## src/design/sfc32_pkg.sv

```systemverilog
// Shared types and constants of the SFC32 stream generator.
`timescale 1ns / 1ps

package sfc32_pkg;

   localparam int WordWidth  = 32;
   localparam int StepWidth  = 8;
   localparam int ShiftA     = 9;
   localparam int MulBShift  = 3;   // times 9 = times 8 plus one
   localparam int RotC       = 21;
   localparam int RotCBack   = 11;
   localparam int SeedRounds = 16;
   localparam int RoundWidth = $clog2(SeedRounds);

   localparam logic [StepWidth-1:0] StepReset = StepWidth'(1);

   localparam logic KIND_NEXT = 1'b0;
   localparam logic KIND_SEED = 1'b1;

   typedef logic [WordWidth-1:0] word_type;
   typedef logic [StepWidth-1:0] step_type;

   typedef struct packed {
      word_type word_a;
      word_type word_b;
      word_type word_c;
      word_type round_counter;
   } gen_state_type;

   // Commands from the request stage to the state holder.
   typedef struct packed {
      logic     next_go;
      logic     seed_go;
      word_type seed_value;
      step_type step;
   } gen_cmd_type;

endpackage

```

## src/design/sfc32_round.sv

```systemverilog
// One SFC32 round: output word and next generator state.
`timescale 1ns / 1ps

module sfc32_round
   import sfc32_pkg::*;
(
   input  gen_state_type cur_state,
   input  step_type      step,
   output gen_state_type nxt_state,
   output word_type      round_value
);

   word_type rot_c;

   assign round_value = cur_state.word_a + cur_state.word_b + cur_state.round_counter;
   assign rot_c = {cur_state.word_c[RotCBack-1:0], cur_state.word_c[WordWidth-1:RotCBack]};

   always_comb begin
      nxt_state.round_counter = cur_state.round_counter + WordWidth'(step);
      nxt_state.word_a        = cur_state.word_b ^ (cur_state.word_b >> ShiftA);
      nxt_state.word_b        = (cur_state.word_c << MulBShift) + cur_state.word_c;
      nxt_state.word_c        = round_value + rot_c;
   end

endmodule

```

## src/design/sfc32_state.sv

```systemverilog
// Generator state registers and the sixteen-round reseed sequencer.
`timescale 1ns / 1ps

module sfc32_state
   import sfc32_pkg::*;
(
   input  logic        clock,
   input  logic        reset,
   input  gen_cmd_type cmd,
   output word_type    round_value,
   output logic        busy
);

   gen_state_type             state_ff, state_in;
   gen_state_type             round_next;
   logic                      busy_ff, busy_in;
   logic [RoundWidth-1:0]     rounds_ff, rounds_in;

   sfc32_round u_round (
      .cur_state   (state_ff),
      .step        (cmd.step),
      .nxt_state   (round_next),
      .round_value (round_value)
   );

   always_comb begin
      state_in  = state_ff;
      busy_in   = busy_ff;
      rounds_in = rounds_ff;
      if (cmd.seed_go) begin
         state_in.word_a        = '0;
         state_in.word_b        = '0;
         state_in.word_c        = cmd.seed_value;
         state_in.round_counter = WordWidth'(cmd.step);
         busy_in                = 1'b1;
         rounds_in              = RoundWidth'(SeedRounds - 1);
      end else if (busy_ff) begin
         state_in  = round_next;
         rounds_in = rounds_ff - RoundWidth'(1);
         if (rounds_ff == '0) begin
            busy_in = 1'b0;
         end
      end else if (cmd.next_go) begin
         state_in = round_next;
      end
   end

   always_ff @(posedge clock) begin
      if (reset) begin
         state_ff  <= '0;
         busy_ff   <= 1'b0;
         rounds_ff <= '0;
      end else begin
         state_ff  <= state_in;
         busy_ff   <= busy_in;
         rounds_ff <= rounds_in;
      end
   end

   assign busy = busy_ff;

endmodule

```

## src/design/sfc32_stream_generator_unit.sv

```systemverilog
// Top level of the SFC32 stream generator.
`timescale 1ns / 1ps
// SFC32 pseudo-random word generator with a selectable counter step.
// Input stream (req_): req_tuser is the kind (0 = next word, 1 = reseed),
//   req_tdata the 32-bit seed, ignored for a next request.
// Output stream (rsp_): rsp_tdata is one random word per next request;
//   a reseed request gives no result.
// Config: csr_wr_en writes csr_wr_data into the 8-bit step register
//   (reset 1); write it only while the block is idle.
// Path: a next request is taken into the request register; when it advances
//   its round runs and the result register takes the word and sets rsp_tvalid.
// Throughput: one next request per cycle while no reseed runs and rsp_tready
//   is high; the round is one three-input add and one add of the rotated c
//   word between the state registers. A reseed loads the state, then runs 16
//   discarded rounds, one per cycle; the seed leaves the request register at
//   the load, and a request queued behind it advances after the last round.
// Reset clears the generator state to zero, the step to 1 and both stages.
// When rsp_tready is low the result register holds its word and the request
//   register fills, after which req_tready drops.

module sfc32_stream_generator_unit
   import sfc32_pkg::*;
(
   input  logic                 clock,
   input  logic                 reset,
   input  logic                 req_tvalid,
   output logic                 req_tready,
   input  logic [WordWidth-1:0] req_tdata,   // [31:0] seed_value
   input  logic                 req_tuser,   // [0] kind
   output logic                 rsp_tvalid,
   input  logic                 rsp_tready,
   output logic [WordWidth-1:0] rsp_tdata,   // [31:0] random_value
   input  logic                 csr_wr_en,
   input  logic [StepWidth-1:0] csr_wr_data
);

   // Step register.
   step_type step_ff;

   // Request register.
   logic     req_valid_ff, req_valid_in;
   logic     req_kind_ff;
   word_type req_seed_ff;

   // Result register.
   logic     rsp_valid_ff, rsp_valid_in;
   word_type rsp_data_ff;

   gen_cmd_type cmd;
   word_type    round_value;
   logic        busy;
   logic        out_free;
   logic        req_go;

   always_ff @(posedge clock) begin
      if (reset) begin
         step_ff <= StepReset;
      end else if (csr_wr_en) begin
         step_ff <= csr_wr_data;
      end
   end

   // Result register is free when empty or being taken this cycle.
   assign out_free = !rsp_valid_ff || rsp_tready;

   // Advance the held request: a reseed needs only the sequencer idle,
   // a next request also needs room in the result register.
   assign req_go = req_valid_ff && !busy && (req_kind_ff == KIND_SEED || out_free);

   assign req_tready = !req_valid_ff || req_go;

   always_comb begin
      cmd.next_go    = req_go && (req_kind_ff == KIND_NEXT);
      cmd.seed_go    = req_go && (req_kind_ff == KIND_SEED);
      cmd.seed_value = req_seed_ff;
      cmd.step       = step_ff;
   end

   sfc32_state u_state (
      .clock       (clock),
      .reset       (reset),
      .cmd         (cmd),
      .round_value (round_value),
      .busy        (busy)
   );

   // Hold the request until it advances, then take the next one.
   always_comb begin
      req_valid_in = req_valid_ff;
      if (req_tvalid && req_tready) begin
         req_valid_in = 1'b1;
      end else if (req_go) begin
         req_valid_in = 1'b0;
      end
   end

   always_ff @(posedge clock) begin
      if (reset) begin
         req_valid_ff <= 1'b0;
      end else begin
         req_valid_ff <= req_valid_in;
      end
   end

   always_ff @(posedge clock) begin
      if (req_tvalid && req_tready) begin
         req_kind_ff <= req_tuser;
         req_seed_ff <= req_tdata;
      end
   end

   // Load a fresh word on a next round, drop the valid once it is taken.
   always_comb begin
      rsp_valid_in = rsp_valid_ff;
      if (cmd.next_go) begin
         rsp_valid_in = 1'b1;
      end else if (rsp_tready) begin
         rsp_valid_in = 1'b0;
      end
   end

   always_ff @(posedge clock) begin
      if (reset) begin
         rsp_valid_ff <= 1'b0;
      end else begin
         rsp_valid_ff <= rsp_valid_in;
      end
   end

   always_ff @(posedge clock) begin
      if (cmd.next_go) begin
         rsp_data_ff <= round_value;
      end
   end

   assign rsp_tvalid = rsp_valid_ff;
   assign rsp_tdata  = rsp_data_ff;

endmodule

```

## config.mk

```make
export PLATFORM = sky130hd
export DESIGN_NAME = sfc32_stream_generator_unit
export DESIGN_NICKNAME = d
export VERILOG_FILES = /design/src/design/sfc32_pkg.sv /design/src/design/sfc32_round.sv /design/src/design/sfc32_state.sv /design/src/design/sfc32_stream_generator_unit.sv
export SDC_FILE = /design/constraint.sdc
export NUM_CORES = 1
export LEC_CHECK = 0
export ABC_AREA = 1
export BUFFER_PORTS_ARGS = -buffer_cell sky130_fd_sc_hd__clkbuf_2
export CAP_MARGIN = 15
export CORE_MARGIN = 5
export CORE_UTILIZATION = 57
export CTS_CLUSTER_DIAMETER = 60
export CTS_CLUSTER_SIZE = 24
export DETAILED_ROUTE_END_ITERATION = 16
export HOLD_SLACK_MARGIN = 0.05
export PLACE_DENSITY = 0.75
export SLEW_MARGIN = 15
export SYNTH_ARGS = -nofsm -noshare
export SYNTH_HDL_FRONTEND = slang
export SYNTH_SLANG_ARGS = --single-unit
```

## constraint.sdc

```tcl
create_clock -name clock -period 4.65 [get_ports clock]
set_input_delay 0.465 -clock clock [delete_from_list [all_inputs] [get_ports clock]]
set_output_delay 0.465 -clock clock [all_outputs]
set_load 0.01 [all_outputs]
```

# Word level (Yosys, flattened, before mapping)
# Cells that the tools add are included.
# word_totals
ff_bits,208
in_bits,46
out_inout_bits,34
elab_cells,51
# op_classes
reduce_logical,18
bitwise_logic,2
mux,12
add_sub_neg,6
# ops
op,n
2-to-1 mux 128 bit,2
adder 32 bit,4
2-to-1 mux 64 bit,1
adder 32 x 8 -> 32 bit,1
bitwise XOR 32 x 23 -> 32 bit,1
2-to-1 mux 4 bit,2
nonzero test 2 bit,4
2-to-1 mux 1 bit,7
logical AND 1 bit,5
zero test 4 bit,1
subtractor 4 x 1 -> 4 bit (second input constant),1
zero test 1 bit,3
logical OR 1 bit,3
nonzero test 3 bit,1
OR reduction 2 bit,1
NOT 1 bit,1

# Longest topological paths before layout
# Gate-level depths: netlist of run 1.
# logic_depth
word_depth,8
ltp_mapped,31
mapped_depth_nobuf,31

# Cells and area by module
# A second synthesis of run 1 with hierarchy kept.
# hier_totals
hier_cells,1967
hier_area_um2,14866.8
# by_module_without_submodules
mod,area_each_um2,seq_area_each_um2,n_inst,cells_each
sfc32_round,7031.7,0.0,1,1127
sfc32_state,5494.0,2662.6,1,725
sfc32_stream_generator_unit,2341.0,2152.1,1,115

# Worst setup path after synthesis of run 1
# Ideal clock, no wire load.
# synth_path
kind,flip-flop to flip-flop
startpoint,register u_state.state_ff[1] (netlist bit)
endpoint,register u_state.state_ff[62] (netlist bit)
setup_ns,0.132
synth_period_minus_slack_ns,4.020
slack_ns,0.630
required_time_ns,4.518
path_stages_with_launch,29
path_buffers,0
arrival_ns,3.888
cell_sequence,dfxtp_1 -> inv_1 -> fa_1 -> inv_1 -> ha_1 -> fa_1 -> nand2_1 -> nand2_1 -> and2_1 -> nand2_1 -> nand2_1 -> a21boi_2 -> inv_1 -> nand2_1 -> nand2_1 -> a21oi_2 -> o21ai_1 -> xor2_1 -> ha_1 -> a21oi_1 -> o21ai_0 -> a21oi_1 -> o221ai_1 -> nor2_1 -> nand2_1 -> nand2_1 -> nand3_1 -> nand2_1 -> a21oi_1
# synth_via
elab_chain_cells,5
# synth_rtl
item,line_no,source
"start, declared",sfc32_state.sv:14,"gen_state_type state_ff, state_in;"
"start signal, assigned",sfc32_state.sv:54,state_ff <= state_in;
adder 32 bit (*),sfc32_round.sv:15,assign round_value = cur_state.word_a + cur_state.word_b + cur_state.round_counter;
named net round_value[25],sfc32_stream_generator_unit.sv:50,word_type round_value;
adder 32 bit (*),sfc32_round.sv:22,nxt_state.word_c = round_value + rot_c;
2-to-1 mux 128 bit,sfc32_state.sv:43,end else if (cmd.next_go) begin
2-to-1 mux 128 bit (*),sfc32_state.sv:37,end else if (busy_ff) begin
2-to-1 mux 64 bit (*),sfc32_state.sv:30,if (cmd.seed_go) begin
# Mark *: on every way through the listed nets, which the timed path passes. The rest lies on a longest branch. The select of a mux whose other input is x is not followed.
# A chain may end at the register's enable or synchronous reset.

# Worst setup path after layout of run 1
# layout_path
startpoint,register u_state.state_ff[65] (netlist bit)
endpoint,register u_state.state_ff[52] (netlist bit)
# layout_via
elab_chain_cells,6
# layout_rtl
item,line_no
adder 32 bit (*) (2 in a row),sfc32_round.sv:15
named net round_value[13],sfc32_stream_generator_unit.sv:50
adder 32 bit (*),sfc32_round.sv:22
2-to-1 mux 128 bit,sfc32_state.sv:43
2-to-1 mux 128 bit (*),sfc32_state.sv:37
2-to-1 mux 64 bit (*),sfc32_state.sv:30
# Marks and branches as above.

==> flow_summary.ini, run 1 <==
[status]
status = finished, final reports clean

[grt]
busiest_layer = met2
grt_pass1_wl_um = 63500
grt_pass1_vias = 11800
overflow = 0
grt_usage_pct = 29.6
grtUsageMet1_pct = 42.3
antenna_found_initial = 1
met2_usage_pct = 46.6
globalRouteMet3Util_pct = 5.06
grt_max_degree = 63

[worst_setup_path]
r2r_cells = 23
setup.worst_path.class = reg2reg
rrSetupSlack_ps = 250
startpoint_type = flop
arrival_ps = 4820
rr_endpoint = u_state.state_ff[52]$_SDFFE_PP0P_
endpoint = u_state.state_ff[52]$_SDFFE_PP0P_
crit_fanout = 5
cp-end-kind = flop
crit_required_ps = 5070
startpoint = u_state.state_ff[65]$_SDFFE_PP0P_
r2r-start = u_state.state_ff[65]$_SDFFE_PP0P_

[timing]
hold_viol = 0
slew_headroom_pct = 26.3
fmax_mhz = 227
finClkSkew_ps = 49.9
grt_setup_unrepaired = true
fin_crit_ps = 4400
timing_worst_slew_pin_value_ps = 1100
fin_hold_ws_ps = 70.1
period_share_pct = 94.6
setup_viol_count_final = 0
drv_slew = 0

[cells_and_area]
fillers = 2155
drive_above_1_share_pct = 10.9
mostFrequentLayoutCells = nand2_1, a21oi_1, nor2_1
nets = 2056
multi_input_area_um2 = 8300
seqCellArea_um2 = 4820
area_growth_pct = 14.0
final_common_cell = nand2_1
antenna_cells = 0
finalCoreUtilization_pct = 65.4

[die]
num_io_pins = 80
die_y_um = 166
initial_core_util_pct = 57.4
die_width_um = 166
core.rowCount = 57
core_um2 = 24000
dieArea_um2 = 27400

[routing]
drtIter0Drc = 1305
wl_per_cell_um = 18.4
drt-total-wl_um = 40700
routed-via-count = 12600
route.detailed.drc = 0
ant_nets = 0
viasPerCell = 5.71
drt-pass1-iter-count = 7

[place]
place_congestion = 0.963
dp_hpwl_um = 31600
port_buffers = 79

[cts]
cts.sinks = 208
clk_latency_ps = 560
clk_pin_slew_ps = 90
tritoncts = yes
cts-htree-levels = 1
clk_path_buf_depth = 3
numCtsBuffers = 24
cts-root-buf = clkbuf_16

[synth]
ys_ff_latch = 208
syn_nets = 1961
synth_warnings = 0
netlist_area_um2 = 13800
avgSynthCellArea_um2 = 7.75
postSynthCellCount = 1779
yosys.cell_types.count = 52
yosysSeqAreaShare_pct = 34.9

[pwr]
leakage_nw = 7.18
powerDensity_nw_per_um2 = 395
total_power_mw = 6.21
peakVddDrop_uv = 359

[run]
maxCapViolations = 0

[worst_hold_path]
min_path_type = in2reg
[through the flow]
step           area, um2  TNS [ps]  setup slack (ps)  cells
6_report           15700         0               252   2216
5_1_grt            15700      -109             -57.3   2216
4_1_cts            15500         0              14.2   2208
3_5_place_dp       14600         0              23.9   2164
3_3_place_gp       14600         0               135   2164
2_1_floorplan      13800         0               630   1779
[repair_timing]
item,in CTS,in global routing
hold buffers,0,3
pin swaps,2,12
endpoints found under the hold margin,0,3
buffers inserted,0,5
endpoints found under the setup margin,2,13
gates resized for setup,2,33
[cell families after synthesis]
group / after synthesis / share of synthesized area (%)
buffers and inverters: 208 / 5.79
adders and majority gates: 136 / 14.3
and+or+nand+nor: 663 / 20.1
AOI/OAI and AO/OA: 457 / 18.2
xor gates and xnor gates: 107 / 6.80
DFF: 208 / 34.9
[cells in the mapped netlist (all sizes together)]
| master | instances | share of area [%] |
|---|---|---|
| a21boi | 8 | 0.46 |
| a21o | 14 | 0.76 |
| a21oi | 212 | 7.7 |
| a221oi | 1 | 0.064 |
| a31oi | 12 | 0.54 |
| and2 | 2 | 0.091 |
| and3 | 1 | 0.045 |
| buf | 17 | 0.58 |
| clkbuf | 27 | 0.74 |
| clkinv | 2 | 0.054 |
| dfxtp | 143 | 21 |
| edfxtp | 65 | 14 |
| fa | 35 | 5.1 |
| ha | 101 | 9.2 |
| inv | 162 | 4.4 |
| nand2 | 335 | 9.2 |
| nand3 | 64 | 2.4 |
| nand3b | 4 | 0.22 |
| nand4 | 17 | 0.77 |
| nor2 | 204 | 5.6 |
| nor3 | 22 | 0.92 |
| nor3b | 3 | 0.20 |
| nor4 | 3 | 0.14 |
| o2111ai | 3 | 0.19 |
| o211a | 1 | 0.073 |
| o211ai | 13 | 0.71 |
| o21a | 3 | 0.16 |
| o21ai | 161 | 5.9 |
| o21bai | 25 | 1.4 |
| o221ai | 3 | 0.19 |
| o311ai | 1 | 0.064 |
| or2 | 8 | 0.36 |
| xnor2 | 54 | 3.4 |
| xor2 | 53 | 3.4 |
[how the worst min path moves through the flow]
stage	from	endpoint	slack, ps	depth (start not counted)
detailed placement	u_state.state_ff[97]$_SDFFE_PP0P_	u_state.state_ff[97]$_SDFFE_PP0P_	490	2
global placement	u_state.state_ff[97]$_SDFFE_PP0P_	u_state.state_ff[97]$_SDFFE_PP0P_	460	2
global route	req_tdata[6]	req_seed_ff[6]$_DFFE_PP_	50	1
floorplan	u_state.state_ff[97]$_SDFFE_PP0P_	u_state.state_ff[97]$_SDFFE_PP0P_	450	2
CTS	req_tdata[11]	req_seed_ff[11]$_DFFE_PP_	60	1
finish	req_tdata[6]	req_seed_ff[6]$_DFFE_PP_	70	1
[critical path: stages, from the launching register on]
cell,delay (ps)
dfxtp_1,370
inv_1,70
fa_1,500
inv_1,40
ha_2,190
fa_2,370
nand2_1,70
nand2_1,80
and2_4,150
nand2_1,70
nand2_2,60
a21boi_2,190
buf_4,140
xnor2_1,270
ha_1,400
a21oi_1,190
o21ai_0,90
inv_1,120
nor2_1,50
nor2_1,260
nand3_1,140
xor2_1,170
o21ai_0,160
a21oi_1,90
[routing by layer]
layer	wire, um	vias to the layer above
li1	-	6208
met1	18200	5880
met2	18200	468
met3	3000	86
met4	1230	2
met5	7	-
[layout make-up]
type                    instances  area share, %
clock buffers                  24           3.82
clock inverters                20           1.89
inverters                     164           3.92
multi-input cells            1363           52.9
flip-flops and latches        208           30.7
well taps                     324           2.58
repair buffers                113           4.27
[state kept, by name, summed over array words and instances, names as in the netlist]
register / count
rsp_tdata: 32
rsp_tvalid: 1
req_seed_ff: 32
step_ff: 8
u_state.busy: 1
req_kind_ff: 1
req_valid_ff: 1
u_state.state_ff: 128
u_state.rounds_ff: 4
[power breakdown]
group          internal, mW  switching, mW
clock network          1.05          0.983
registers              2.06          0.202
logic                 0.695           1.22
total                  3.81           2.40
Note: power is estimated with default switching activity, not from simulation.
==> inputs of run 2 (changes only) <==
--- a/config.mk
+++ b/config.mk
@@ -13,8 +13,11 @@
 export CTS_CLUSTER_DIAMETER = 60
 export CTS_CLUSTER_SIZE = 24
 export DETAILED_ROUTE_END_ITERATION = 16
+export GPL_TIMING_DRIVEN = 0
 export HOLD_SLACK_MARGIN = 0.05
+export MAX_ROUTING_LAYER = met4
 export PLACE_DENSITY = 0.75
+export RECOVER_POWER = 100
 export SLEW_MARGIN = 15
 export SYNTH_ARGS = -nofsm -noshare
 export SYNTH_HDL_FRONTEND = slang
==> run 2 against run 1 <==
Effect of this change: the run now ends with capacitance limit, slew limit left; die area did not move; worst hold slack gained 42 ps; global-route usage grew 2.5 points; sequential share of layout area is 0.42 points higher; clock skew decreased by 35 ps; clock power is 13% lower; highest routed layer is now met4.
==> flow_summary.ini, run 2 (synthesized netlist as in run 1, its figures left out) <==
[routing]
viasPerCell = 5.78
route.detailed.drc = 0
ant_nets = 0
routed.top_layer = met4
wl_met1_um = 19000
drt-total-wl_um = 43200
wl_met2_um = 18900
routed-via-count = 12900
wl_per_cell_um = 19.4
met3WireLength_um = 3880
drtIter0Drc = 1321
drt-pass1-iter-count = 5

[die]
core_um2 = 24000
core.rowCount = 57
initial_core_util_pct = 57.4
die_y_um = 166
num_io_pins = 80
die_width_um = 166
dieArea_um2 = 27400

[cells_and_area]
mostFrequentLayoutCells = nand2_1, a21oi_1, nor2_1
finalCoreUtilization_pct = 64.6
area_growth_pct = 12.6
final_common_cell = nand2_1
top_register = u_state.state_ff
antenna_cells = 0
nets = 2073
drive_above_1_share_pct = 8.92
largest_reg_flops = 128

[pwr]
peakVddDrop_uv = 326
total_power_mw = 6.02
powerDensity_nw_per_um2 = 388
leakage_nw = 6.98

[timing]
fin_hold_ws_ps = 112
timing_worst_slew_pin_value_ps = 1620
hold_viol = 0
grt_setup_unrepaired = true
tns_ps = 0
setup_viol_count_final = 0
fin_crit_ps = 4470
fmax_mhz = 224
slew_headroom_pct = -8.03
period_share_pct = 96.2
drv_slew = 29
finClkSkew_ps = 15.2

[grt]
antenna_found_initial = 0
overflow = 0
grt_pass1_vias = 12000
grt_usage_pct = 32.1
grt_max_degree = 34
grt_pass1_wl_um = 65700

[worst_setup_path]
crit_buf_inv = 3
setup.worst_path.class = reg2reg
worst-path-stages = 28
cp-end-kind = flop
rr_endpoint = u_state.state_ff[62]$_SDFFE_PP0P_
critical-path-top-delay-family = adder cells
critical-path-slowest-cell = fa_1
r2r_cells = 28
path_common_cell = nand2_1
endpoint = u_state.state_ff[62]$_SDFFE_PP0P_
crit_required_ps = 5030
startpoint_type = flop
crit_fanout = 3
r2r-start = u_state.state_ff[1]$_SDFFE_PP0P_
arrival_ps = 4850
rrSetupSlack_ps = 180
slowest_delay_ps = 530
startpoint = u_state.state_ff[1]$_SDFFE_PP0P_

[cts]
cts-htree-levels = 1
tritoncts = yes
clk_path_buf_depth = 3
cts-root-buf = clkbuf_16
clk_latency_ps = 520
cts.sinks = 208
clk_pin_slew_ps = 80
numCtsBuffers = 20

[place]
place_congestion = 0.979
port_buffers = 79
dp_hpwl_um = 34600

[worst_hold_path]
min_path_type = in2reg

[status]
violations = capacitance limit, slew limit
status = complete, but fails checks

[run]
maxCapViolations = 1
[run 2: cell types whose count changed in the layout (fill, tap and decap cells not counted), sizes merged]
| cell | previous run | this run |
|---|---|---|
| clkbuf | 103 | 131 |
| clkinv | 14 | 7 |
| buf | 31 | 26 |
| dlygate4sd3 | 3 | 0 |
| clkinvlp | 1 | 0 |
| inv | 169 | 170 |
[run 2: how the worst min path moves through the flow]
| stage | from | cells after the start | end |
|---|---|---|---|
| 2_1_floorplan | u_state.state_ff[97]$_SDFFE_PP0P_ | 2 | u_state.state_ff[97]$_SDFFE_PP0P_ |
| 3_3_place_gp | u_state.state_ff[97]$_SDFFE_PP0P_ | 2 | u_state.state_ff[97]$_SDFFE_PP0P_ |
| 3_5_place_dp | u_state.state_ff[97]$_SDFFE_PP0P_ | 2 | u_state.state_ff[97]$_SDFFE_PP0P_ |
| 4_1_cts | req_tdata[18] | 1 | req_seed_ff[18]$_DFFE_PP_ |
| 5_1_grt | req_tdata[4] | 1 | req_seed_ff[4]$_DFFE_PP_ |
| 6_report | req_tdata[18] | 1 | req_seed_ff[18]$_DFFE_PP_ |
[run 2: metal layers]
metal | vias to the layer above | global-route usage [%]
li1 | 6255 | -
met1 | 6008 | 44.1
met2 | 527 | 48.6
met3 | 88 | 6.35
met4 | 0 | 9.37
met5 | - | -
[run 2: power by group]
group	leakage, nW	internal, mW	switching (mW)
clock network	0.348	0.907	0.859
logic	4.84	0.703	1.28
registers	1.79	2.06	0.211
[run 2: area by class of cell]
class | count | area, um2
Buffer | 44 | 181
Clock buffer | 23 | 543
Clock inverter | 13 | 170
Fill cell | 2212 | 8520
Inverter | 164 | 616
Multi-Input combinational cell | 1363 | 8350
Sequential cell | 208 | 4820
Tap cell | 324 | 405
Timing Repair Buffer | 90 | 430
[run 2: metrics by stage]
step	setup WS [ps]	cells	area, um2
final	176	2229	15500
after detailed placement	-245	2183	14600
after global routing	-64.5	2229	15500
after CTS	-8.42	2222	15400
after floorplan	630	1779	13800
after global placement	-207	2182	14600
[run 2: repair_timing]
item	4_1_cts	5_1_grt
pin swaps	4	15
hold buffers	0	0
buffers inserted	3	7
endpoints found under the setup margin	7	16
gates resized for setup	15	43
==> inputs of run 3 (changes only) <==
--- a/config.mk
+++ b/config.mk
@@ -8,6 +8,7 @@
 export ABC_AREA = 1
 export BUFFER_PORTS_ARGS = -buffer_cell sky130_fd_sc_hd__clkbuf_2
 export CAP_MARGIN = 15
+export CORE_ASPECT_RATIO = 1.75
 export CORE_MARGIN = 5
 export CORE_UTILIZATION = 57
 export CTS_CLUSTER_DIAMETER = 60
==> run 3 against run 2 <==
Effect of this change: the run now ends clean; largest power group unchanged; first-iteration DRC count fell by 35%; flip-flop and latch count did not move; largest cell class unchanged; routed wire length rose by 4.0%; worst hold slack improved by 28 ps; die area rose by 0.45%; sequential share of layout area rose by 0.40 points; cell count fell by 1.2%.
==> flow_summary.ini, run 3 (synthesized netlist as in run 1, its figures left out) <==
[cells_and_area]
mostFrequentLayoutCells = nand2_1, a21oi_1, nor2_1
largest_reg_flops = 128
final_common_cell = nand2_1
nets = 2069
design_area_um2 = 15300
drive_above_1_share_pct = 8.60
antenna_cells = 0
finalCoreUtilization_pct = 64.0
fin_cells = 2203
area_growth_pct = 11.1
top_register = u_state.state_ff

[die]
die_width_um = 128
dieArea_um2 = 27500
num_io_pins = 80
initial_core_util_pct = 57.6
die_y_um = 216
core.rowCount = 75
core_um2 = 23900

[grt]
grt_max_degree = 34
antenna_found_initial = 0
grt_pass1_wl_um = 67600
grt_usage_pct = 32.6
grt_pass1_vias = 12800
overflow = 0

[pwr]
total_power_mw = 5.61
peakVddDrop_uv = 388
leakage_nw = 6.90
powerDensity_nw_per_um2 = 366

[worst_setup_path]
arrival_ps = 4820
crit_required_ps = 4990
startpoint_type = flop
r2r_cells = 21
r2r-start = u_state.state_ff[7]$_SDFFE_PP0P_
cp-end-kind = flop
crit_fanout = 4
setup.worst_path.class = reg2reg
rr_endpoint = u_state.state_ff[61]$_SDFFE_PP0P_
rrSetupSlack_ps = 170

[cts]
cts.sinks = 208
cts-root-buf = clkbuf_16
cts-htree-levels = 1
clk_path_buf_depth = 3
clk_pin_slew_ps = 90
holdBufCountCts = 0
tritoncts = yes
clk_latency_ps = 500
numCtsBuffers = 14

[timing]
finClkSkew_ps = 27.1
period_share_pct = 96.4
drv_slew = 0
fin_hold_ws_ps = 140
grt_setup_unrepaired = true
fmax_mhz = 223
setup_viol_count_final = 0
fin_crit_ps = 4480
timing_worst_slew_pin_value_ps = 1390
hold_viol = 0
tns_ps = 0
slew_headroom_pct = 7.16
fin_ws_ps = 170

[worst_hold_path]
hold-path-cell-count = 1
min_from = req_tdata[2]
holdPathEnd = req_seed_ff[2]$_DFFE_PP_
min_path_type = in2reg

[routing]
viasPerCell = 5.84
drtIter0Drc = 861
wl_per_cell_um = 20.4
route.detailed.drc = 0
drt-pass1-iter-count = 5
ant_nets = 0
drt-total-wl_um = 44900
routed-via-count = 12900

[status]
status = finished, final reports clean

[place]
post-place-ws_ps = -254
place_area_um2 = 14600
place_congestion = 1.05
port_buffers = 79
dp_hpwl_um = 36800
placedCellCount = 2167

[run]
maxCapViolations = 0
## run 3: worst max path at each step
stage | endpoint | slack [ps] | from
2_1_floorplan | u_state.state_ff[62]$_SDFFE_PP0P_ | 630 | u_state.state_ff[1]$_SDFFE_PP0P_
3_3_place_gp | u_state.state_ff[56]$_SDFFE_PP0P_ | -280 | u_state.state_ff[71]$_SDFFE_PP0P_
3_5_place_dp | u_state.state_ff[62]$_SDFFE_PP0P_ | -250 | u_state.state_ff[1]$_SDFFE_PP0P_
4_1_cts | u_state.state_ff[60]$_SDFFE_PP0P_ | 1 | u_state.state_ff[1]$_SDFFE_PP0P_
5_1_grt | u_state.state_ff[63]$_SDFFE_PP0P_ | -50 | u_state.state_ff[67]$_SDFFE_PP0P_
6_report | u_state.state_ff[61]$_SDFFE_PP0P_ | 170 | u_state.state_ff[7]$_SDFFE_PP0P_
## run 3: repair_timing
action | 4_1_cts | 5_1_grt
endpoints found under the setup margin | 12 | 15
pin swaps | 7 | 20
gates resized for setup | 13 | 54
buffers inserted | 7 | 5
## run 3: metal layers
layer | GRT usage, % | wire (um)
met5 | - | 0
met3 | 2.28 | 1520
met4 | 24.7 | 4350
met2 | 57.5 | 23100
met1 | 33.1 | 16000
## run 3: power breakdown
part / switching (mW) / internal, mW / total [mW] / leakage (nW)
clock: 0.673 / 0.678 / 1.35 / 0.239
sequential: 0.216 / 2.06 / 2.28 / 1.79
combinational: 1.28 / 0.703 / 1.98 / 4.87
## run 3: critical path: stages (launching register included)
cell      delay, ps
dfxtp_1         350
fa_1            520
ha_1            390
nand2_1         170
nor2_2          210
a21oi_4         100
o21bai_2        170
nand2_1          80
nand2_1         130
a21oi_2          90
o21ai_0         230
xor2_1          280
ha_2            390
a21oi_1         190
o21ai_0         190
a21o_1          210
a21oi_1         170
nand2_1          70
nand2_1          50
nand3_1         100
nand2_1         160
a21oi_1          80
## run 3: cell type report
type                            count  area [um2]
Fill cell                        2212        8620
Multi-Input combinational cell   1363        8380
Timing Repair Buffer               92         447
Buffer                             44         181
Sequential cell                   208        4820
Clock buffer                       20         437
Clock inverter                      4        42.5
Tap cell                          308         385
Inverter                          164         616
